`src/rtl/core/wstk_pkg.sv`:
```
// Shared widths, codes and word types for the weighted-score top-k keeper.
package wstk_pkg;

  // Defaults and sizes
  localparam int MAX_KEEP_DEF = 8;
  localparam int QUEUE_DEPTH  = 2;

  localparam int SCORE_W    = 40;
  localparam int TIME_W     = 32;
  localparam int SPEED_W    = 32;
  localparam int REV_W      = 4;
  localparam int RIDX_W     = 6;
  localparam int CNT_W      = 7;
  localparam int WEIGHT_W   = 16;
  localparam int MODE_W     = 2;
  localparam int PROD_W     = WEIGHT_W + SPEED_W;
  localparam int CFG_IDX_W  = 2;
  localparam int CFG_DATA_W = 16;

  // Opcodes
  localparam logic OP_OFFER = 1'b0;
  localparam logic OP_READ  = 1'b1;

  // Score modes
  localparam logic [MODE_W-1:0] MODE_DEPART   = 2'd0;
  localparam logic [MODE_W-1:0] MODE_TOTAL    = 2'd1;
  localparam logic [MODE_W-1:0] MODE_ARRIVE   = 2'd2;
  localparam logic [MODE_W-1:0] MODE_WEIGHTED = 2'd3;

  // Configuration register indexes
  localparam logic [CFG_IDX_W-1:0] CFG_SCORE_MODE     = 2'd0;
  localparam logic [CFG_IDX_W-1:0] CFG_ARRIVAL_WEIGHT = 2'd1;
  localparam logic [CFG_IDX_W-1:0] CFG_KEEP_COUNT     = 2'd2;

  // Reset values
  localparam logic [MODE_W-1:0]   SCORE_MODE_RST     = MODE_WEIGHTED;
  localparam logic [WEIGHT_W-1:0] ARRIVAL_WEIGHT_RST = 16'd256;
  localparam logic [CNT_W-1:0]    KEEP_COUNT_RST     = 7'd8;

  localparam logic [SCORE_W-1:0] SCORE_MAX = '1;

  // Scored word passed from front to back
  typedef struct packed {
    logic               opcode;
    logic               feasible;
    logic [SCORE_W-1:0] score;
    logic [TIME_W-1:0]  depart_time;
    logic [TIME_W-1:0]  flight_time;
    logic [SPEED_W-1:0] depart_dv;
    logic [SPEED_W-1:0] arrive_speed;
    logic [REV_W-1:0]   revs;
    logic [RIDX_W-1:0]  read_index;
  } item_t;

  // One kept list entry
  typedef struct packed {
    logic [SCORE_W-1:0] score;
    logic [TIME_W-1:0]  depart_time;
    logic [TIME_W-1:0]  flight_time;
    logic [SPEED_W-1:0] depart_dv;
    logic [SPEED_W-1:0] arrive_speed;
    logic [REV_W-1:0]   revs;
  } entry_t;

endpackage

```
`src/rtl/core/wstk_queue.sv`:
```
// Short queue of scored words between the front and the back.
module wstk_queue (
  input  logic            clk,
  input  logic            rst_n,
  input  logic            push,
  output logic            push_ready,
  input  wstk_pkg::item_t push_item,
  output logic            pop_valid,
  input  logic            pop,
  output wstk_pkg::item_t pop_item
);
  import wstk_pkg::*;

  localparam int PTR_W = (QUEUE_DEPTH > 1) ? $clog2(QUEUE_DEPTH) : 1;
  localparam int QC_W  = $clog2(QUEUE_DEPTH + 1);

  item_t            mem_r [QUEUE_DEPTH];
  logic [PTR_W-1:0] wr_ptr_r, wr_ptr_nxt;
  logic [PTR_W-1:0] rd_ptr_r, rd_ptr_nxt;
  logic [QC_W-1:0]  cnt_r, cnt_nxt;

  assign push_ready = cnt_r != QC_W'(QUEUE_DEPTH);
  assign pop_valid  = cnt_r != '0;
  assign pop_item   = mem_r[rd_ptr_r];

  // Advance pointers and occupancy
  always_comb begin
    wr_ptr_nxt = wr_ptr_r;
    rd_ptr_nxt = rd_ptr_r;
    cnt_nxt    = cnt_r;
    if (push) begin
      wr_ptr_nxt = (wr_ptr_r == PTR_W'(QUEUE_DEPTH - 1)) ? '0 : wr_ptr_r + 1'b1;
    end
    if (pop) begin
      rd_ptr_nxt = (rd_ptr_r == PTR_W'(QUEUE_DEPTH - 1)) ? '0 : rd_ptr_r + 1'b1;
    end
    if (push && !pop) begin
      cnt_nxt = cnt_r + 1'b1;
    end else if (pop && !push) begin
      cnt_nxt = cnt_r - 1'b1;
    end
  end

  always_ff @(posedge clk) begin
    if (!rst_n) begin
      wr_ptr_r <= '0;
      rd_ptr_r <= '0;
      cnt_r    <= '0;
    end else begin
      wr_ptr_r <= wr_ptr_nxt;
      rd_ptr_r <= rd_ptr_nxt;
      cnt_r    <= cnt_nxt;
    end
  end

  // Store the incoming word
  always_ff @(posedge clk) begin
    if (push) begin
      mem_r[wr_ptr_r] <= push_item;
    end
  end

endmodule

```
`config.mk`:
```
export PLATFORM = sky130hd
export DESIGN_NAME = wstk_queue
export DESIGN_NICKNAME = d
export VERILOG_FILES = /design/src/rtl/core/wstk_pkg.sv /design/src/rtl/core/wstk_queue.sv
export SDC_FILE = /design/constraint.sdc
export NUM_CORES = 1
export LEC_CHECK = 0
export BUFFER_PORTS_ARGS = -buffer_cell sky130_fd_sc_hd__buf_2
export CAP_MARGIN = 10
export CORE_MARGIN = 5
export CORE_UTILIZATION = 30
export CTS_BUF_LIST = sky130_fd_sc_hd__clkbuf_2
export DETAILED_ROUTE_END_ITERATION = 6
export SETUP_SLACK_MARGIN = 0.02
export SLEW_MARGIN = 20
export SYNTH_ARGS = -nofsm -noshare
export SYNTH_HDL_FRONTEND = slang
export SYNTH_SLANG_ARGS = --single-unit
```
`constraint.sdc`:
```
create_clock -name clk -period 14.3 [get_ports clk]
set_input_delay 2.145 -clock clk [delete_from_list [all_inputs] [get_ports clk]]
set_output_delay 2.145 -clock clk [all_outputs]
set_load 0.01 [all_outputs]
```
======== Word-level counts from Yosys, hierarchy flattened ========
Memory sizes are Yosys's and may differ from the RTL's. A register that Yosys moved wholly into a read port is not among the register bits.
Cells that the tools add are included.
word-level totals
  memories kept ........................... 1
  logic and storage cells ................. 23
  input bits .............................. 184
  output and inout port bits .............. 182
  memory bits (writable) .................. 360
  register bits ........................... 4
memory list
  name   depth  width  read ports  clocked after Yosys merged registers in  write ports  RTL line          RTL
  mem_r  2      180    1           1                                        1            wstk_queue.sv:17  item_t mem_r [QUEUE_DEPTH];
operators by class
  reduce and logical (&&, ||, !) cells .... 6
  equality and inequality tests ........... 1
  $add $sub $neg .......................... 4
  multiplexer cells ....................... 8
operator list
  kind                                               count
  two-way mux 1 bit                                  6
  two-way mux 2 bit                                  2
  nonzero test 2 bit                                 2
  adder 1 bit (second input constant)                2
  adder 2 x 1 -> 2 bit (second input constant)       1
  logical AND 1 bit                                  2
  zero test 1 bit                                    2
  != test 2 bit (second input constant)              1
  subtractor 2 x 1 -> 2 bit (second input constant)  1

======== Longest topological paths before layout ========
  word-level depth ........................ 4
  mapped depth ............................ 5
  depth with buffers taken out ............ 5

======== Least setup slack after synthesis ========
OpenSTA, ideal clock, no wires.
  path kind ............................... in2reg
  from .................................... input port push
  to ...................................... memory mem_r[0][0] (netlist bit) (enable)
  stages .................................. 1
  library setup time ...................... 0.744 ns
  arrival time ............................ 9.945 ns
  slack ................................... 3.611 ns
  buffers on the path ..................... 0
  required time ........................... 13.556 ns
  cells stage by stage .................... nor2b_1
on the way
  longest elaborated chain between the ends .. 2
ends and longest elaborated chain
  what                                     RTL line          RTL
  start: declaration                       wstk_queue.sv:5   input logic push,
  two-way mux 1 bit                        wstk_queue.sv:58  if (push) begin
  two-way mux 1 bit (not written as such)  wstk_queue.sv:59  mem_r[wr_ptr_r] <= push_item;
  end: declaration                         wstk_queue.sv:17
Every way passes these cells.

==> flow_summary_export.csv <==
group,metric,value,unit
outcome,status,"complete, no violations",
critical_path,timing.rr.start,"wr_ptr_r",
final_layout,utilization,0.375,
grt,antenna_found_initial,7,
placement,gp_congestion,0.711,
clocking,postCtsSetupBuffers,0,
min_path,min_path_type,"flip-flop to flip-flop",
final_layout,drive_above_1_share,0.643,
power_and_ir_drop,p_int,1.65,mW
yosys,synthCells,582,
grt,busiest_layer,"met2",
clocking,cts_buffers,91,
grt,grt_usage,0.114,
placement,place_inst,1535,
drt,ant_nets,0,
final_layout,area_growth,24.2,%
yosys,synthesis.area,0.0136,mm²
sta,finalHoldViolations,0,
power_and_ir_drop,power.share.switching,0.247,
die,ios,366,
yosys,yosys_warnings,0,
critical_path,crit_fanout,54,
critical_path,rrSetupSlack,11.61,ns
critical_path,crit_type,"flip-flop to primary output",
yosys,synth.distinct_cells,18,
sta,final_max_slew_viol_count,0,
die,placeableCoreArea,0.0451,mm²
drt,vias_per_cell,4.11,
yosys,synth_top_area_share,0.794,
sta,period_share,0.415,
clocking,clk_pin_slew_worst_paths,0.10,ns
power_and_ir_drop,p_sw,0.540,mW
clocking,h-tree-depth,3,
placement,pre_cts_ws,9.33,ns
drt,drc,0,
die,rows,78,
power_and_ir_drop,p_leak,6.64,nW
clocking,clock-sinks,365,
final_layout,fin_cells,1693,
placement,io_buffers,365,
flow_run,maxCapViolCount,0,
clocking,holdBufCountCts,0,
die,die_y,223,µm
yosys,synth.net_count,767,
clocking,tritoncts,"yes",
sta,rsz0062_at_grt,"no",
sta,clock-skew-final,0.0486,ns
min_path,hold_path_startpoint,"cnt_r[1]",
grt,grt_pass1_wl,43.6,mm
clocking,clk_latency,1.01,ns
power_and_ir_drop,combPwrFrac,0.115,
grt,grt_start_max_net_pins,68,
sta,worst_pin_slew,0.948,ns
power_and_ir_drop,p_clk_frac,0.311,
min_path,hold_path_end,"cnt_r[1]",
sta,relSlewSlack,0.368,
grt,use_met1,0.130,
grt,overflow,0,
critical_path,rr_worst_depth,3,
clocking,post_cts_resize_count,0,
critical_path,endpoint_kind,"primary output",
critical_path,cp.arrival,3.78,ns
sta,min_period,5.93,ns
yosys,synth_seq_cells,365,
clocking,clockRootBuffer,"clkbuf_2",
min_path,min_path_cells,2,
grt,first_global_vias,7615,
critical_path,start_kind,"flip-flop",
critical_path,rr_endpoint,"mem_r[0][153]",
die,die_x,223,µm
final_layout,nets,1213,
drt,drt-wirelength-per-cell,17.1,µm
sta,fin_setup_tns,0,ns
grt,met2_usage,0.179,
clocking,clock_path_buffers,3,
grt,grt_use_met3,0.0592,
drt,first_pass_iters,4,
die,dieArea,0.0497,mm²
yosys,synth_area_leaders,"edfxtp_1, mux2_4, mux2_2",
drt,drtIter0Drc,383,
sta,worst_slack,8.37,ns
yosys,yosys.area.top_type,"edfxtp_1",
die,start_util,0.302,
critical_path,required,12.15,ns
drt,route.vias.total,6965,
power_and_ir_drop,pwr_density_cell,129,mW/mm²
final_layout,nFillCells,4334,
power_and_ir_drop,ir_drop,0.0000699,V
power_and_ir_drop,seqPwrFrac,0.573,
sta,setup_viol,0,
placement,hpwl,19.7,mm
power_and_ir_drop,total_power,2.19,mW
drt,wirelength,29.0,mm
yosys,yosysSeqAreaShare,0.802,
yosys,avgSynthCellArea,23.4,µm²
sta,fmax,169,MHz
## power groups by stage
stage          Clock (mW)  Combinational (mW)  Sequential, mW
5_1_grt             0.785               0.273            1.26
2_1_floorplan           0               0.159            1.28
6_report            0.681               0.252            1.25
3_5_place_dp            0               0.258            1.28
4_1_cts             0.729               0.259            1.25
3_3_place_gp            0               0.254            1.28
## routing by layer
metal / routed length, µm / vias up
met5: 69 / -
met4: 621 / 10
met3: 2950 / 50
met2: 13700 / 301
met1: 11700 / 3335
li1: - / 3269
## worst max-delay path, cell delays in order (launching register included)
cell	delay (ns)
dfxtp_4	0.68
buf_4	0.65
buf_4	0.83
mux2_2	0.42
buf_2	0.14
## registers in the layout (all words and copies together), names as in the netlist, named ones only
register  count
cnt_r         2
mem_r       360
rd_ptr_r      1
wr_ptr_r      1
## layout by cell type (no fill, tap or decap), types with 2 or more instances in the layout
master     instances
inv_2              2
buf_2            365
xor2_1             2
diode_2            2
dfxtp_1            4
clkinv_2           6
bufinv_16          2
mux2_2            80
mux2_4           100
clkinv_1          12
and2_1             3
edfxtp_1         360
buf_4              8
clkbuf_2         133
## per-stage QoR
step | instance area [µm²] | hold slack (ns)
after floorplan | 13600 | 0.473
after global placement | 16100 | 0.491
final | 16900 | 0.543
after global routing | 16900 | 0.556
after detailed placement | 16100 | 0.532
after CTS | 16900 | 0.545
## worst max-delay path by stage
stage          cells after the start            end      start  slack, ns
6_report                           4  pop_item[175]  flip-flop       8.37
5_1_grt                            4  pop_item[172]  flip-flop       7.96
4_1_cts                            4  pop_item[175]  flip-flop       8.07
3_5_place_dp                       4  pop_item[172]  flip-flop       9.33
3_3_place_gp                       4  pop_item[172]  flip-flop       9.39
2_1_floorplan                      1    mem_r[0][0]       push       3.61
## cells in the mapped netlist, drive strengths merged
cell type	number
or3	1
mux2	180
nand2b	1
o21a	1
xor2	2
xnor2	1
o21ai	1
dfxtp	5
ha	1
or2	1
nor2b	2
inv	1
buf	20
and2	4
a21boi	1
edfxtp	360
## area by class of cell
type	count	area [µm²]	share of cell area
sequential	365	10900	0.646
multi-input combinational	196	2530	0.150
timing repair buffer	373	1890	0.112
tap	600	751	0.0444
clock buffer	133	666	0.0394
clock inverter	23	150	0.00888
antenna	2	5.00	0.000296
inverter	1	3.75	0.000222
## kinds of logic (layout without fill, tap and decap cells)
kind of cell	count (synthesis)	count (layout)	synth area share
simple gates	9	9	0.00414
xor+xnor	3	3	0.00193
flops	365	365	0.802
mux	180	180	0.177
other cells	0	2	0
buf+inv	21	530	0.0131
fa+ha+maj	1	1	0.000919
compound gates	3	3	0.00147
(Power assumes the default switching activity.)
