<file path="src/rtl/core/wstk_pkg.sv">
// Shared widths, codes and word types for the weighted-score top-k keeper.
package wstk_pkg;

  // Defaults and sizes
  localparam int MAX_KEEP_DEF = 8;
  localparam int QUEUE_DEPTH  = 2;

  localparam int SCORE_W    = 40;
  localparam int TIME_W     = 32;
  localparam int SPEED_W    = 32;
  localparam int REV_W      = 4;
  localparam int RIDX_W     = 6;
  localparam int CNT_W      = 7;
  localparam int WEIGHT_W   = 16;
  localparam int MODE_W     = 2;
  localparam int PROD_W     = WEIGHT_W + SPEED_W;
  localparam int CFG_IDX_W  = 2;
  localparam int CFG_DATA_W = 16;

  // Opcodes
  localparam logic OP_OFFER = 1'b0;
  localparam logic OP_READ  = 1'b1;

  // Score modes
  localparam logic [MODE_W-1:0] MODE_DEPART   = 2'd0;
  localparam logic [MODE_W-1:0] MODE_TOTAL    = 2'd1;
  localparam logic [MODE_W-1:0] MODE_ARRIVE   = 2'd2;
  localparam logic [MODE_W-1:0] MODE_WEIGHTED = 2'd3;

  // Configuration register indexes
  localparam logic [CFG_IDX_W-1:0] CFG_SCORE_MODE     = 2'd0;
  localparam logic [CFG_IDX_W-1:0] CFG_ARRIVAL_WEIGHT = 2'd1;
  localparam logic [CFG_IDX_W-1:0] CFG_KEEP_COUNT     = 2'd2;

  // Reset values
  localparam logic [MODE_W-1:0]   SCORE_MODE_RST     = MODE_WEIGHTED;
  localparam logic [WEIGHT_W-1:0] ARRIVAL_WEIGHT_RST = 16'd256;
  localparam logic [CNT_W-1:0]    KEEP_COUNT_RST     = 7'd8;

  localparam logic [SCORE_W-1:0] SCORE_MAX = '1;

  // Scored word passed from front to back
  typedef struct packed {
    logic               opcode;
    logic               feasible;
    logic [SCORE_W-1:0] score;
    logic [TIME_W-1:0]  depart_time;
    logic [TIME_W-1:0]  flight_time;
    logic [SPEED_W-1:0] depart_dv;
    logic [SPEED_W-1:0] arrive_speed;
    logic [REV_W-1:0]   revs;
    logic [RIDX_W-1:0]  read_index;
  } item_t;

  // One kept list entry
  typedef struct packed {
    logic [SCORE_W-1:0] score;
    logic [TIME_W-1:0]  depart_time;
    logic [TIME_W-1:0]  flight_time;
    logic [SPEED_W-1:0] depart_dv;
    logic [SPEED_W-1:0] arrive_speed;
    logic [REV_W-1:0]   revs;
  } entry_t;

endpackage

</file>
<file path="src/rtl/core/wstk_front.sv">
// Front end: accepts input words, multiplies the arrival weight and forms the score.
module wstk_front (
  input  logic                          clk,
  input  logic                          rst_n,
  input  logic                          in_valid,
  output logic                          in_stall,
  input  logic                          in_opcode,
  input  logic                          in_feasible,
  input  logic [31:0]                   in_depart_time,
  input  logic [31:0]                   in_flight_time,
  input  logic [31:0]                   in_depart_dv,
  input  logic [31:0]                   in_arrive_speed,
  input  logic [3:0]                    in_revolution_count,
  input  logic [5:0]                    in_read_index,
  input  logic [wstk_pkg::MODE_W-1:0]   score_mode,
  input  logic [wstk_pkg::WEIGHT_W-1:0] arrival_weight,
  output logic                          push,
  input  logic                          push_ready,
  output wstk_pkg::item_t               push_item
);
  import wstk_pkg::*;

  logic               v_r, v_nxt;
  logic               op_r, feas_r;
  logic [TIME_W-1:0]  dep_r, fl_r;
  logic [SPEED_W-1:0] dv_r, spd_r;
  logic [REV_W-1:0]   revs_r;
  logic [RIDX_W-1:0]  ridx_r;
  logic [PROD_W-1:0]  prod_r;
  logic               in_acc;
  logic [SCORE_W:0]   wsum;
  logic [SCORE_W-1:0] score;

  // Hold the word while the queue is full
  assign in_stall = v_r && !push_ready;
  assign in_acc   = in_valid && !in_stall;
  assign push     = v_r && push_ready;

  always_comb begin
    v_nxt = v_r;
    if (in_acc) begin
      v_nxt = 1'b1;
    end else if (push) begin
      v_nxt = 1'b0;
    end
  end

  always_ff @(posedge clk) begin
    if (!rst_n) begin
      v_r <= 1'b0;
    end else begin
      v_r <= v_nxt;
    end
  end

  // Capture the word and the weighted arrival product
  always_ff @(posedge clk) begin
    if (in_acc) begin
      op_r   <= in_opcode;
      feas_r <= in_feasible;
      dep_r  <= in_depart_time;
      fl_r   <= in_flight_time;
      dv_r   <= in_depart_dv;
      spd_r  <= in_arrive_speed;
      revs_r <= in_revolution_count;
      ridx_r <= in_read_index;
      prod_r <= PROD_W'(arrival_weight) * PROD_W'(in_arrive_speed);
    end
  end

  // Score by mode; drop eight fraction bits of the product and saturate
  assign wsum = (SCORE_W+1)'(dv_r) + (SCORE_W+1)'(prod_r[PROD_W-1:8]);

  always_comb begin
    case (score_mode)
      MODE_DEPART: score = SCORE_W'(dv_r);
      MODE_TOTAL:  score = SCORE_W'(dv_r) + SCORE_W'(spd_r);
      MODE_ARRIVE: score = SCORE_W'(spd_r);
      default:     score = wsum[SCORE_W] ? SCORE_MAX : wsum[SCORE_W-1:0];
    endcase
  end

  always_comb begin
    push_item.opcode       = op_r;
    push_item.feasible     = feas_r;
    push_item.score        = score;
    push_item.depart_time  = dep_r;
    push_item.flight_time  = fl_r;
    push_item.depart_dv    = dv_r;
    push_item.arrive_speed = spd_r;
    push_item.revs         = revs_r;
    push_item.read_index   = ridx_r;
  end

endmodule

</file>
<file path="config.mk">
export PLATFORM = sky130hd
export DESIGN_NAME = wstk_front
export DESIGN_NICKNAME = d
export VERILOG_FILES = /design/src/rtl/core/wstk_pkg.sv /design/src/rtl/core/wstk_front.sv
export SDC_FILE = /design/constraint.sdc
export NUM_CORES = 2
export LEC_CHECK = 0
export BUFFER_PORTS_ARGS = -buffer_cell sky130_fd_sc_hd__buf_2
export CAP_MARGIN = 40
export CORE_MARGIN = 1.5
export CORE_UTILIZATION = 40
export DETAILED_ROUTE_END_ITERATION = 10
export SLEW_MARGIN = 30
export SYNTH_ARGS = -nofsm -noshare
export SYNTH_HDL_FRONTEND = slang
export SYNTH_SLANG_ARGS = --single-unit
</file>
<file path="constraint.sdc">
create_clock -name clk -period 27 [get_ports clk]
set_input_delay 4.05 -clock clk [delete_from_list [all_inputs] [get_ports clk]]
set_output_delay 4.05 -clock clk [all_outputs]
set_load 0.01 [all_outputs]
</file>
Word level (Yosys, flattened, before mapping)
Cells that the tools add are included.

Add/sub/neg operators: 2. Multiply operators: 1. Equal/unequal tests: 2. Mux-type cells: 4. Reductions and logical operators: 7.

Operators with widths (count): case mux 40 bit (3 select lines) (1); multiplier 16 x 32 -> 48 bit (1); adder 32 x 40 -> 41 bit (1); 2-to-1 mux 40 bit (1); adder 32 x 32 -> 33 bit (1); logical AND 1 bit (3); equality test 2 x 1 -> 1 bit, second input constant (1); equality test 2 bit, second input constant (1); zero test 1 bit (2); zero test 2 bit (1); 2-to-1 mux 1 bit (2); nonzero test 2 bit (1).

Register bits: 189. Input port bits: 162. Output and inout port bits: 182. Word-level logic and storage cells: 26.

Longest topological paths before layout
Depth in word-level cells: 5. Gate-level depth with buffers: 24. Gate-level depth less buffers: 23.

Worst setup path after synthesis
OpenSTA, ideal clock, no wires.

Kind: input to register. Start point: input port push_ready. End point: register dep_r[0], enable pin. Setup time: 743 ps. Data arrival time: 12067 ps. Required time: 26257 ps. Path slack: 14190 ps. Stages on the path: 2. Buffers on the path: 0. Cell sequence: nor2b_1 nor2b_1.

Word-level cells in the longest chain between the ends: 4.

Ends and longest elaborated chain: from (decl) (RTL line wstk_front.sv:18) `input logic push_ready,`; zero test 1 bit (RTL line wstk_front.sv:35) `assign in_stall = v_r && !push_ready;`; logical AND 1 bit (RTL line wstk_front.sv:35); zero test 1 bit (RTL line wstk_front.sv:36) `assign in_acc = in_valid && !in_stall;`; logical AND 1 bit (RTL line wstk_front.sv:36); named net in_acc (RTL line wstk_front.sv:30) `logic in_acc;`; to (signal assigned) (RTL line wstk_front.sv:61) `dep_r <= in_depart_time;`; to (decl) (RTL line wstk_front.sv:25) `logic [TIME_W-1:0] dep_r, fl_r;`.

The timed path passes the listed nets, and every way through them passes these cells. A chain may end at the register's enable or synchronous reset.

Final worst setup path
Start point: input port arrival_weight[1] in the netlist's numbering. End point: register prod_r[47], data pin.

Word-level cells in the longest chain between the ends: 1.

Ends and longest elaborated chain: from (decl) (RTL line wstk_front.sv:16) `input logic [wstk_pkg::WEIGHT_W-1:0] arrival_weight,`; multiplier 16 x 32 -> 48 bit (RTL line wstk_front.sv:67) `prod_r <= PROD_W'(arrival_weight) * PROD_W'(in_arrive_speed);`; to (signal assigned) (RTL line wstk_front.sv:67); to (decl) (RTL line wstk_front.sv:29) `logic [PROD_W-1:0] prod_r;`.

Every way passes these cells.

==> results_dict.tcl <==
set metrics [dict create \
    outcome "finished clean" \
    die_area_um2 65500 \
    cp.arrival_ns 10.66 \
    areaGrowthSynthToFinish_pct 11.9 \
    cp-start-kind "input port" \
    syn_inst 2634 \
    period_minus_slack_ns 10.46 \
    die_y_um 256 \
    yosysSeqAreaShare_pct 21.2 \
    gp_congestion 0.914 \
    ys.flop_type "edfxtp_1" \
    post_cts_buffers 0 \
    initialDrtViolationCount 1361 \
    io_buffers 343 \
    wirelength_mm 77.5 \
    ant_nets 0 \
    synth_edf_count 180 \
    root_buffer "clkbuf_16" \
    grt_pass1_wl_mm 123 \
    setup_tns_ns 0 \
    clkSlewWorstSetupHoldPaths_ns 0.08 \
    cts_buffer_depth 2 \
    min_path_type "reg2reg" \
    hold_start "v_r" \
    grt_start_max_net_pins 73 \
    via_count 19700 \
    syn_area_um2 25600 \
    cp-startpoint "arrival_weight[1]" \
    insertion_delay_ns 0.44 \
    reg2reg_depth 5 \
    synth_fp_nets 3396 \
    cts_sinks 181 \
    synth.distinct_cells 80 \
    dpl.hpwl_mm 61.0 \
    timing.rr.start "v_r" \
    ys_ff_latch 181 \
    fin_skew_ns 0.00807 \
    htree_levels 4 \
    die_x_um 256 \
    fp-row-count 92 \
    end_kind "flop" \
    core_area_um2 63200 \
    final-setup-viol-count 0 \
    max_cap_violations 0 \
    via_per_inst 5.28 \
    grt_pass1_vias 21500 \
    ios 344 \
    cts_resized 0 \
    rsz0062_at_grt "false" \
    wire_per_inst_um 20.7 \
    synthArstFlopShare_pct 0 \
    antenna_found_initial 3 \
    slew_violations 0 \
    hold_viol_final 0 \
    maxSlewHeadroom_pct 43.5 \
    min_path_cells 2 \
    track_usage_pct 24.1 \
    postSynthAreaPerCell_um2 9.72 \
    r2r_slack_ns 24.89 \
    hold_buffers 0 \
    post-route-period-util_pct 38.7 \
    tightest_slew_ns 0.847 \
    worstPathRequired_ns 27.20 \
    cts_tree "done" \
    drive_gt1_share_pct 14.8 \
    final_nets 3642 \
    criticalPathCategory "in2reg" \
    worstPathMaxFanout 32 \
    cts_inserted_buffers 17 \
    multi_input_area_um2 18000 \
    initial_core_util_pct 40.5 \
    fmax_ghz 0.0956 \
    gr-total-overflow 0 \
    drc 0 \
    yosysWarningCount 0 \
    fillers 6059 \
    drt_pass1_iterations 5 \
    ff_latch_area_um2 5430 \
]
-- critical path, cell delays in order --
cell      delay (ns)
buf_2           0.63
nand2_1         0.19
fa_1            0.57
inv_1           0.06
fa_1            0.52
inv_1           0.05
fa_1            0.51
inv_1           0.06
fa_1            0.44
fa_1            0.53
inv_1           0.06
fa_1            0.50
inv_1           0.05
ha_1            0.38
a21oi_1         0.19
o21ai_0         0.16
nor3_1          0.24
nand4_1         0.24
a211oi_1        0.37
nor3b_1         0.11
a311oi_1        0.43
o21bai_1        0.13
xnor2_1         0.14
-- sequential cells by signal, indices dropped and copies added, names as in the netlist, 4 cells and up --
| name | flops |
|---|---|
| dep_r | 32 |
| dv_r | 32 |
| fl_r | 32 |
| prod_r | 40 |
| revs_r | 4 |
| ridx_r | 6 |
| spd_r | 32 |
-- synthesized netlist by cell type, types with 3 or more instances --
master	number	area share, %
xor2_1	45	1.5
edfxtp_1	180	21
and3_1	6	0.15
o21ai_0	66	1.3
o21bai_1	16	0.47
nand4_1	22	0.54
nor3b_1	4	0.12
nand2b_1	8	0.20
a21oi_2	3	0.10
fa_1	419	33
nand2_1	376	5.5
mux2_2	17	0.75
a21oi_1	127	2.5
o22ai_1	27	0.66
xnor2_1	53	1.8
and4_1	5	0.17
buf_6	3	0.13
a31oi_1	11	0.27
o21ai_1	5	0.098
o31a_1	3	0.10
a211oi_1	27	0.79
nor2_1	60	0.88
o21a_1	9	0.26
inv_1	462	6.8
nor3_1	14	0.27
o31ai_1	3	0.088
a21boi_0	4	0.12
o211ai_1	5	0.15
clkbuf_1	108	1.6
and2_1	214	5.2
ha_1	181	8.8
a311oi_1	5	0.17
a41oi_1	3	0.10
buf_2	7	0.14
or2_2	4	0.098
a21o_1	49	1.4
nand3_1	15	0.29
nor2b_1	15	0.37
-- per-layer routing --
metal  up-vias  global-route usage (%)  part of all wire, %
met5         -                       0                0.015
met4         2                    7.10                  2.3
met3       118                    2.98                  5.6
met2       778                    42.9                   50
met1      9952                    30.5                   42
li1       8899                       -                    -
-- metrics by stage --
step	hold slack, ns	worst slack, ns	utilization (%)	cell area (um^2)	std cells
6_report	0.694	16.54	45.3	28600	3740
2_1_floorplan	0.661	14.19	-	25600	2634
3_3_place_gp	0.661	16.09	44.2	27900	3702
3_5_place_dp	0.681	15.99	44.2	27900	3703
5_1_grt	0.715	16.20	45.3	28600	3739
4_1_cts	0.693	16.48	45.2	28500	3735
-- worst paths after layout --
path                                    to
worst max-delay path            prod_r[47]
worst min-delay path                   v_r
worst max register to register    dv_r[22]
worst min register to register         v_r
-- cell type report --
| cell class | count | area share (%) |
|---|---|---|
| well taps | 846 | 3.70 |
| repair buffers | 351 | 6.53 |
| inverters | 462 | 6.05 |
| diodes | 1 | 0.00874 |
| flip-flops and latches | 181 | 18.9 |
| clock inverters | 15 | 0.625 |
| multi-input cells | 1867 | 62.7 |
| clock buffers | 17 | 1.49 |
-- logic make-up (layout without fill, tap and decap cells) --
kind of cell	after synthesis	in the layout	share of synthesized area [%]
AND/OR/NAND/NOR	755	755	14.3
adder cells (fa/ha/maj)	600	600	41.6
buffers and inverters	586	845	8.75
AO/OA/AOI/OAI	394	394	9.88
flip-flops	181	181	21.2
XOR/XNOR	98	98	3.35
multiplexers	20	20	0.963
other	0	1	0
-- layout by cell type (no fill, tap or decap), types with 45 or more instances in the layout --
master	count
inv_1	462
fa_1	419
nand2_1	376
buf_2	343
and2_1	214
ha_1	181
edfxtp_1	180
a21oi_1	127
o21ai_0	66
nor2_1	60
xnor2_1	53
a21o_1	49
xor2_1	45
Power is not shown: default switching activity piles up to over one toggle a cycle in this logic, so the estimate is an artifact.
