## config.mk

```make
export PLATFORM = sky130hd
export DESIGN_NAME = wstk_back
export DESIGN_NICKNAME = d
export VERILOG_FILES = /design/src/rtl/core/wstk_pkg.sv /design/src/rtl/core/wstk_back.sv
export SDC_FILE = /design/constraint.sdc
export NUM_CORES = 2
export LEC_CHECK = 0
export ABC_AREA = 1
export BUFFER_PORTS_ARGS = -buffer_cell sky130_fd_sc_hd__buf_2
export CORE_MARGIN = 2
export CORE_UTILIZATION = 62
export CTS_CLUSTER_DIAMETER = 200
export DETAILED_ROUTE_END_ITERATION = 8
export MAX_ROUTING_LAYER = met4
export PLACE_DENSITY = 0.8
export SETUP_SLACK_MARGIN = 0.3
export SKIP_CTS_REPAIR_TIMING = 1
export SLEW_MARGIN = 20
export SYNTH_ARGS = -nofsm -noshare
export SYNTH_HDL_FRONTEND = slang
export SYNTH_SLANG_ARGS = --single-unit
```

## constraint.sdc

```tcl
create_clock -name clk -period 13.6 [get_ports clk]
set_input_delay 4.08 -clock clk [delete_from_list [all_inputs] [get_ports clk]]
set_output_delay 4.08 -clock clk [all_outputs]
set_load 0.01 [all_outputs]
```

## src/rtl/core/wstk_pkg.sv

```systemverilog
// Shared widths, codes and word types for the weighted-score top-k keeper.
package wstk_pkg;

  // Defaults and sizes
  localparam int MAX_KEEP_DEF = 8;
  localparam int QUEUE_DEPTH  = 2;

  localparam int SCORE_W    = 40;
  localparam int TIME_W     = 32;
  localparam int SPEED_W    = 32;
  localparam int REV_W      = 4;
  localparam int RIDX_W     = 6;
  localparam int CNT_W      = 7;
  localparam int WEIGHT_W   = 16;
  localparam int MODE_W     = 2;
  localparam int PROD_W     = WEIGHT_W + SPEED_W;
  localparam int CFG_IDX_W  = 2;
  localparam int CFG_DATA_W = 16;

  // Opcodes
  localparam logic OP_OFFER = 1'b0;
  localparam logic OP_READ  = 1'b1;

  // Score modes
  localparam logic [MODE_W-1:0] MODE_DEPART   = 2'd0;
  localparam logic [MODE_W-1:0] MODE_TOTAL    = 2'd1;
  localparam logic [MODE_W-1:0] MODE_ARRIVE   = 2'd2;
  localparam logic [MODE_W-1:0] MODE_WEIGHTED = 2'd3;

  // Configuration register indexes
  localparam logic [CFG_IDX_W-1:0] CFG_SCORE_MODE     = 2'd0;
  localparam logic [CFG_IDX_W-1:0] CFG_ARRIVAL_WEIGHT = 2'd1;
  localparam logic [CFG_IDX_W-1:0] CFG_KEEP_COUNT     = 2'd2;

  // Reset values
  localparam logic [MODE_W-1:0]   SCORE_MODE_RST     = MODE_WEIGHTED;
  localparam logic [WEIGHT_W-1:0] ARRIVAL_WEIGHT_RST = 16'd256;
  localparam logic [CNT_W-1:0]    KEEP_COUNT_RST     = 7'd8;

  localparam logic [SCORE_W-1:0] SCORE_MAX = '1;

  // Scored word passed from front to back
  typedef struct packed {
    logic               opcode;
    logic               feasible;
    logic [SCORE_W-1:0] score;
    logic [TIME_W-1:0]  depart_time;
    logic [TIME_W-1:0]  flight_time;
    logic [SPEED_W-1:0] depart_dv;
    logic [SPEED_W-1:0] arrive_speed;
    logic [REV_W-1:0]   revs;
    logic [RIDX_W-1:0]  read_index;
  } item_t;

  // One kept list entry
  typedef struct packed {
    logic [SCORE_W-1:0] score;
    logic [TIME_W-1:0]  depart_time;
    logic [TIME_W-1:0]  flight_time;
    logic [SPEED_W-1:0] depart_dv;
    logic [SPEED_W-1:0] arrive_speed;
    logic [REV_W-1:0]   revs;
  } entry_t;

endpackage

```

## src/rtl/core/wstk_back.sv

```systemverilog
// Back end: sorted insertion chain, entry read-out and the result register.
module wstk_back #(
  parameter int MAX_KEEP = wstk_pkg::MAX_KEEP_DEF
) (
  input  logic                        clk,
  input  logic                        rst_n,
  input  logic                        pop_valid,
  output logic                        pop,
  input  wstk_pkg::item_t             pop_item,
  input  logic [wstk_pkg::CNT_W-1:0]  keep_count,
  output logic                        out_valid,
  input  logic                        out_stall,
  output logic                        out_entry_valid,
  output logic [39:0]                 out_entry_score,
  output logic [31:0]                 out_entry_depart_time,
  output logic [31:0]                 out_entry_flight_time,
  output logic [31:0]                 out_entry_depart_dv,
  output logic [31:0]                 out_entry_arrive_speed,
  output logic [3:0]                  out_entry_revolutions,
  output logic [6:0]                  out_list_count,
  output logic [6:0]                  out_insert_rank
);
  import wstk_pkg::*;

  localparam int IDX_W = (MAX_KEEP > 1) ? $clog2(MAX_KEEP) : 1;

  entry_t              list_r   [MAX_KEEP];
  entry_t              list_nxt [MAX_KEEP];
  logic [CNT_W-1:0]    total_r, total_nxt;
  logic                out_v_r, out_v_nxt;
  logic [MAX_KEEP-1:0] at_or_after;
  logic [MAX_KEEP-1:0] first;
  logic [CNT_W-1:0]    rank_enc, rank, limit, last, grown;
  logic                do_offer, do_ins, rd_hit;
  entry_t              new_entry, rd_entry;

  // Pop when the result register is free or being taken
  assign pop = pop_valid && (!out_v_r || !out_stall);

  assign limit = (keep_count < CNT_W'(MAX_KEEP)) ? keep_count : CNT_W'(MAX_KEEP);

  always_comb begin
    new_entry.score        = pop_item.score;
    new_entry.depart_time  = pop_item.depart_time;
    new_entry.flight_time  = pop_item.flight_time;
    new_entry.depart_dv    = pop_item.depart_dv;
    new_entry.arrive_speed = pop_item.arrive_speed;
    new_entry.revs         = pop_item.revs;
  end

  // Compare every lane against the key; used lanes that order strictly before it stay put
  always_comb begin
    for (int i = 0; i < MAX_KEEP; i++) begin
      at_or_after[i] = !((CNT_W'(i) < total_r) &&
        ({list_r[i].score, list_r[i].depart_time, list_r[i].flight_time} <
         {pop_item.score, pop_item.depart_time, pop_item.flight_time}));
    end
    for (int i = 0; i < MAX_KEEP; i++) begin
      first[i] = at_or_after[i] && ((i == 0) || !at_or_after[(i == 0) ? 0 : i - 1]);
    end
    rank_enc = '0;
    for (int i = 0; i < MAX_KEEP; i++) begin
      if (first[i]) begin
        rank_enc = rank_enc | CNT_W'(i);
      end
    end
  end

  assign rank     = (|first) ? rank_enc : CNT_W'(MAX_KEEP);
  assign do_offer = pop && (pop_item.opcode == OP_OFFER) && pop_item.feasible && (limit != '0);
  assign do_ins   = do_offer && (rank < limit);
  assign last     = (total_r < limit) ? total_r : limit - 1'b1;
  assign grown    = total_r + 1'b1;

  // Shift lanes below the insertion point down by one, up to the limit
  always_comb begin
    for (int j = 0; j < MAX_KEEP; j++) begin
      list_nxt[j] = list_r[j];
      if (do_ins) begin
        if (first[j]) begin
          list_nxt[j] = new_entry;
        end else if ((j > 0) && at_or_after[(j == 0) ? 0 : j - 1] &&
                     (CNT_W'(j) <= last)) begin
          list_nxt[j] = list_r[(j == 0) ? 0 : j - 1];
        end
      end
    end
  end

  // Count after a feasible offer, clipped to the limit
  always_comb begin
    total_nxt = total_r;
    if (do_offer) begin
      total_nxt = (grown > limit) ? limit : grown;
    end
  end

  always_ff @(posedge clk) begin
    for (int j = 0; j < MAX_KEEP; j++) begin
      list_r[j] <= list_nxt[j];
    end
  end

  // Read one kept entry by rank
  assign rd_hit   = (CNT_W'(pop_item.read_index) < total_r);
  assign rd_entry = list_r[pop_item.read_index[IDX_W-1:0]];

  always_comb begin
    out_v_nxt = out_v_r;
    if (pop) begin
      out_v_nxt = 1'b1;
    end else if (!out_stall) begin
      out_v_nxt = 1'b0;
    end
  end

  always_ff @(posedge clk) begin
    if (!rst_n) begin
      total_r <= '0;
      out_v_r <= 1'b0;
    end else begin
      total_r <= total_nxt;
      out_v_r <= out_v_nxt;
    end
  end

  // Load the result word
  always_ff @(posedge clk) begin
    if (pop) begin
      if ((pop_item.opcode == OP_READ) && rd_hit) begin
        out_entry_valid        <= 1'b1;
        out_entry_score        <= rd_entry.score;
        out_entry_depart_time  <= rd_entry.depart_time;
        out_entry_flight_time  <= rd_entry.flight_time;
        out_entry_depart_dv    <= rd_entry.depart_dv;
        out_entry_arrive_speed <= rd_entry.arrive_speed;
        out_entry_revolutions  <= rd_entry.revs;
      end else begin
        out_entry_valid        <= 1'b0;
        out_entry_score        <= '0;
        out_entry_depart_time  <= '0;
        out_entry_flight_time  <= '0;
        out_entry_depart_dv    <= '0;
        out_entry_arrive_speed <= '0;
        out_entry_revolutions  <= '0;
      end
      out_list_count  <= total_nxt;
      out_insert_rank <= do_ins ? rank : keep_count;
    end
  end

  assign out_valid = out_v_r;

endmodule

```

* Yosys cells after proc, flatten, opt, wreduce, memory -nomap -nowiden
Memory sizes are Yosys's and may differ from the RTL's. A register that Yosys moved wholly into a read port is not among the register bits.
Index checks and enable logic that the tools add are counted.
** Cells by class
- $add $sub $neg :: 2
- Bitwise operators :: 1
- $lt $le $gt $ge :: 28
- Muxes and demuxes :: 39
- Reductions and logical operators :: 42
- Eq/ne operators :: 1
** Operator list (number)
- two-way mux 172 bit :: 23
- less-than comparator 104 bit :: 8
- two-way mux 7 bit :: 6
- <= comparator 3 x 7 -> 1 bit (first input constant) :: 4
- logical AND 1 bit :: 28
- less-than comparator 3 x 7 -> 1 bit (first input constant) :: 4
- <= comparator 2 x 7 -> 1 bit (first input constant) :: 2
- less-than comparator 1 x 7 -> 1 bit (first input constant) :: 2
- less-than comparator 2 x 7 -> 1 bit (first input constant) :: 2
- less-than comparator 7 bit :: 2
- two-way mux 3 bit :: 4
- logical NOT 1 bit :: 11
- OR reduction 8 bit :: 1
- adder 7 x 1 -> 7 bit (second input constant) :: 1
- greater-than comparator 7 bit :: 1
- <= comparator 1 x 7 -> 1 bit (first input constant) :: 1
- less-than comparator 6 x 7 -> 1 bit :: 1
- less-than comparator 7 x 4 -> 1 bit (second input constant) :: 1
- nonzero test 7 bit :: 1
- subtractor 7 x 1 -> 7 bit (second input constant) :: 1
- two-way mux 1 bit :: 4
- two-way mux 2 bit :: 2
- inequality test 2 bit (second input constant) :: 1
- logical OR 1 bit :: 1
- inverter 1 bit :: 1
** Word-level totals
- Register bits after elaboration :: 23
- Logic and storage cells :: 119
- Memories :: 1
- Memory bits (writable) :: 1376
- Output and inout port bits :: 189
** Memory list
- list_r :: depth 8, width 172, read ports 9, clocked after memory_dff 1, write ports 8, RTL line wstk_back.sv:27 : entry_t list_r [MAX_KEEP];

* Longest topological paths before layout
An unclocked memory read counts as a cell.
- Depth in word-level cells :: 16
- Mapped depth :: 29
- Depth with buffers taken out :: 27

* Worst setup path after synthesis
OpenSTA, ideal clock, no wires.
- Kind :: in2out
- Start :: input out_stall
- End :: output pop
- Stages :: 3
- Arrival :: 7.907 ns
- Path buffers :: 0
- Setup slack :: 1.613 ns
- Data required time :: 9.520 ns
- Path through :: nand2_1 nand2_1 inv_1
** Between the ends
- Longest elaborated chain between the ends :: 3
** RTL lines
- start, declared :: RTL line wstk_back.sv:12 : input logic out_stall,
- logical NOT 1 bit
- logical OR 1 bit :: RTL line wstk_back.sv:38 : assign pop = pop_valid && (!out_v_r || !out_stall);
- logical AND 1 bit :: RTL line wstk_back.sv:38
- end, declared :: RTL line wstk_back.sv:8 : output logic pop,
No other way between the ends.

==> metrics <==
outcome=finished, final reports clean; Root Buffer=clkbuf_16; Post-synth EDFFs=1,563; Worst slew margin=15.0%; cell mode on critical path=buf_4; Die Y=389 um; # clock sinks=1,571; Synth Instances=9,970; global-route wire length before repair=436,000 um; effective utilization at floorplan=62.3%; # rows=141; Layout Nets=11,100; DR DRC count=0; max-slew violation count=0; Port Buffers=379; Static Leak=41.8 nW; Worst-Skew Late Latency=0.83 ns; max incr delay on CP=0.89 ns; Layout area overhead=9.28%; CP bufs+invs=5; TritonCTS buffer count=169; Die Wd=389 um; CTS tree=built; Pwr Density=114 nW/um^2; dpl hpwl=179,000 um; Worst Hold Path Cells=2; crit-path cells=buf_2, inv_1, ha_1, nand2_1, nor2_1, nand4_1, nor3_1, nor3b_1, a21oi_1, nand3_4, buf_4, buf_4, buf_4, o21ai_0; Vias=78,300; final period utilization=78.6%; Core Area=147,000 um^2; Final min period=10.68 ns; CP delay by family, top=buffers and inverters; dominant synthesized flop cell=edfxtp_1; Vias/cell=6.44; Worst R2R Path Depth=12; Worst Hold Class=reg2reg; synthesized area=91,700 um^2; post-synthesis async set-or-reset flop share=0%; fmax=93.6 MHz; post-route ant nets=0; CTS H-tree depth=4; Slew @ Worst Pin=1.28 ns; Fin Clk Skew=0.0602 ns; CP max FO=85; WP depth=14; Placer Congestion=0.985; total track usage=38.2%; initial antenna violation count=33; clock tree buffer depth=3; largest net degree at the start of global routing=224; Worst EP required=14.12 ns; setup_tns=0 ns; Routed WL=286,000 um; Clock transition at path regs=0.06 ns; sequential area share after synthesis=51.4%; Remaining Overflow, GRT=0; Yosys warning total=0; Final Hold Viols=0; router iterations before antenna repair=7; Critical Path AT=11.20 ns; layout cells sized above 1=7.20%; I/O Pins=380; RSZ-0062 raised after global routing=false; Critical Path End Type=flip-flop; die footprint=151,000 um^2; synthesized flop and latch total=1,571; wire per inst=23.6 um; Startpoint Class=primary input; Synth cell types=51; Iter 0 DRT Violations=10,900; Mean Syn Cell Area=9.20 um^2; Final setup viols=0; max cap viols=0; number of global-route vias before repair=74,600; CP max stage cell=nor3b_1; critical path class=in2reg; Peak supply drop=0.123 mV; post-layout util=68.0%
[synth_stat cells (3+ instances only)]
cell type,number,area share [%]
nor2b_1,3,0.020
o21ai_0,1365,7.4
o21a_1,32,0.26
nand4_1,70,0.48
o21bai_1,4,0.033
nand2_1,2787,11
o21ai_1,108,0.59
a21boi_0,5,0.041
a21oi_1,1059,5.8
nand3_1,422,2.3
nor2_2,10,0.068
ha_1,849,12
nor4_1,3,0.020
inv_1,557,2.3
buf_4,11,0.090
edfxtp_1,1563,51
inv_2,10,0.041
a21o_1,30,0.25
nor3_1,27,0.15
nand2_2,7,0.048
nor2_1,275,1.1
a221o_1,171,1.9
a31oi_1,4,0.027
buf_1,40,0.16
o211ai_1,9,0.074
clkbuf_1,421,1.7
dfxtp_1,8,0.17
xor2_1,5,0.048
buf_2,80,0.44
and2_1,7,0.048
[flip-flops by register name, indices dropped and copies added, names as in the netlist]
| name | flops |
|---|---|
| out_list_count | 7 |
| total_r | 7 |
| out_valid | 1 |
| out_entry_score | 40 |
| out_entry_depart_time | 32 |
| out_entry_revolutions | 4 |
| out_insert_rank | 7 |
| list_r | 1376 |
| out_entry_flight_time | 32 |
| out_entry_arrive_speed | 32 |
| out_entry_valid | 1 |
| out_entry_depart_dv | 32 |
[final cells by class]
class	instances	area, um^2
flip-flops and latches	1571	47100
fillers	11200	47100
multi-input cells	7282	40400
clock buffers	213	4510
repair buffers	456	2700
well taps	1930	2410
inverters	569	2170
clock inverters	91	855
diodes	32	80.1
[worst paths after layout]
kind | to | slack (ns) | startpoint
worst max-delay path | list_r[1][57]$_DFFE_PP_ | 2.92 | pop_item[176]
worst min-delay path | out_valid$_SDFFE_PN0P_ | 0.50 | out_valid$_SDFFE_PN0P_
worst max register to register | list_r[1][57]$_DFFE_PP_ | 6.22 | list_r[0][170]$_DFFE_PP_
worst min register to register | out_valid$_SDFFE_PN0P_ | 0.50 | out_valid$_SDFFE_PN0P_
[routing by layer]
layer	share of wire, %	routed length [um]	track usage [%]	vias to the layer above
li1	-	-	-	35500
met1	37	107000	49.7	36600
met2	46	131000	58.5	5277
met3	12	34100	6.86	840
met4	4.8	13600	17.9	0
met5	0	0	-	-
[report_power, final]
group          leakage [nW]  total, mW  switching [mW]  internal [mW]
Sequential             14.4       5.52          0.0618           5.46
Clock                  2.61       4.55            2.03           2.52
Combinational          24.8       1.32           0.943          0.382
Total                  41.8       11.4            3.04           8.36
[placed cells by master (no fill, tap or decap), drive strengths merged, types with 8 or more instances in the layout]
cell type / netlist / layout
nor3: 29 / 29
o21a: 32 / 32
nand4: 71 / 71
a21oi: 1060 / 1060
diode: 0 / 32
o21ai: 1473 / 1473
bufinv: 0 / 8
nand3: 424 / 424
o211ai: 9 / 9
clkbuf: 421 / 213
buf: 132 / 456
a221o: 171 / 171
inv: 567 / 572
a21o: 30 / 30
clkinv: 2 / 76
and2: 9 / 9
nor2: 286 / 286
edfxtp: 1563 / 1563
dfxtp: 8 / 8
ha: 849 / 849
nand2: 2796 / 2796
[per-stage QoR]
step / area [um^2] / power [mW] / hold slack [ns] / setup WS [ns] / cells
after floorplan: 91700 / 6.45 / 0.502 / 1.61 / 9975
after global placement: 94800 / 6.86 / 0.468 / 2.45 / 11800
after detailed placement: 94800 / 6.90 / 0.502 / 2.43 / 11800
after CTS: 100000 / 11.4 / 0.510 / 3.22 / 12100
after global routing: 100000 / 11.7 / 0.544 / 2.86 / 12100
final: 100000 / 11.4 / 0.498 / 2.92 / 12100
[cells by family (layout without fill, tap and decap cells)]
group           count (synthesis)  after routing  synth area share [%]
buf+inv                      1122           1329                  4.75
fa+ha+maj                     849            849                  11.6
xor+xnor                        6              6                0.0573
compound gates               2795           2795                  16.4
flops                        1571           1571                  51.4
other cells                     1             38               0.00409
simple gates                 3626           3626                  15.8
[worst min-delay path, stage by stage (launching register included)]
cell	delay (ns)
dfxtp_1	0.31
nand2_1	0.07
a21oi_1	0.07
No activity file was read; power rests on OpenSTA's default activity.
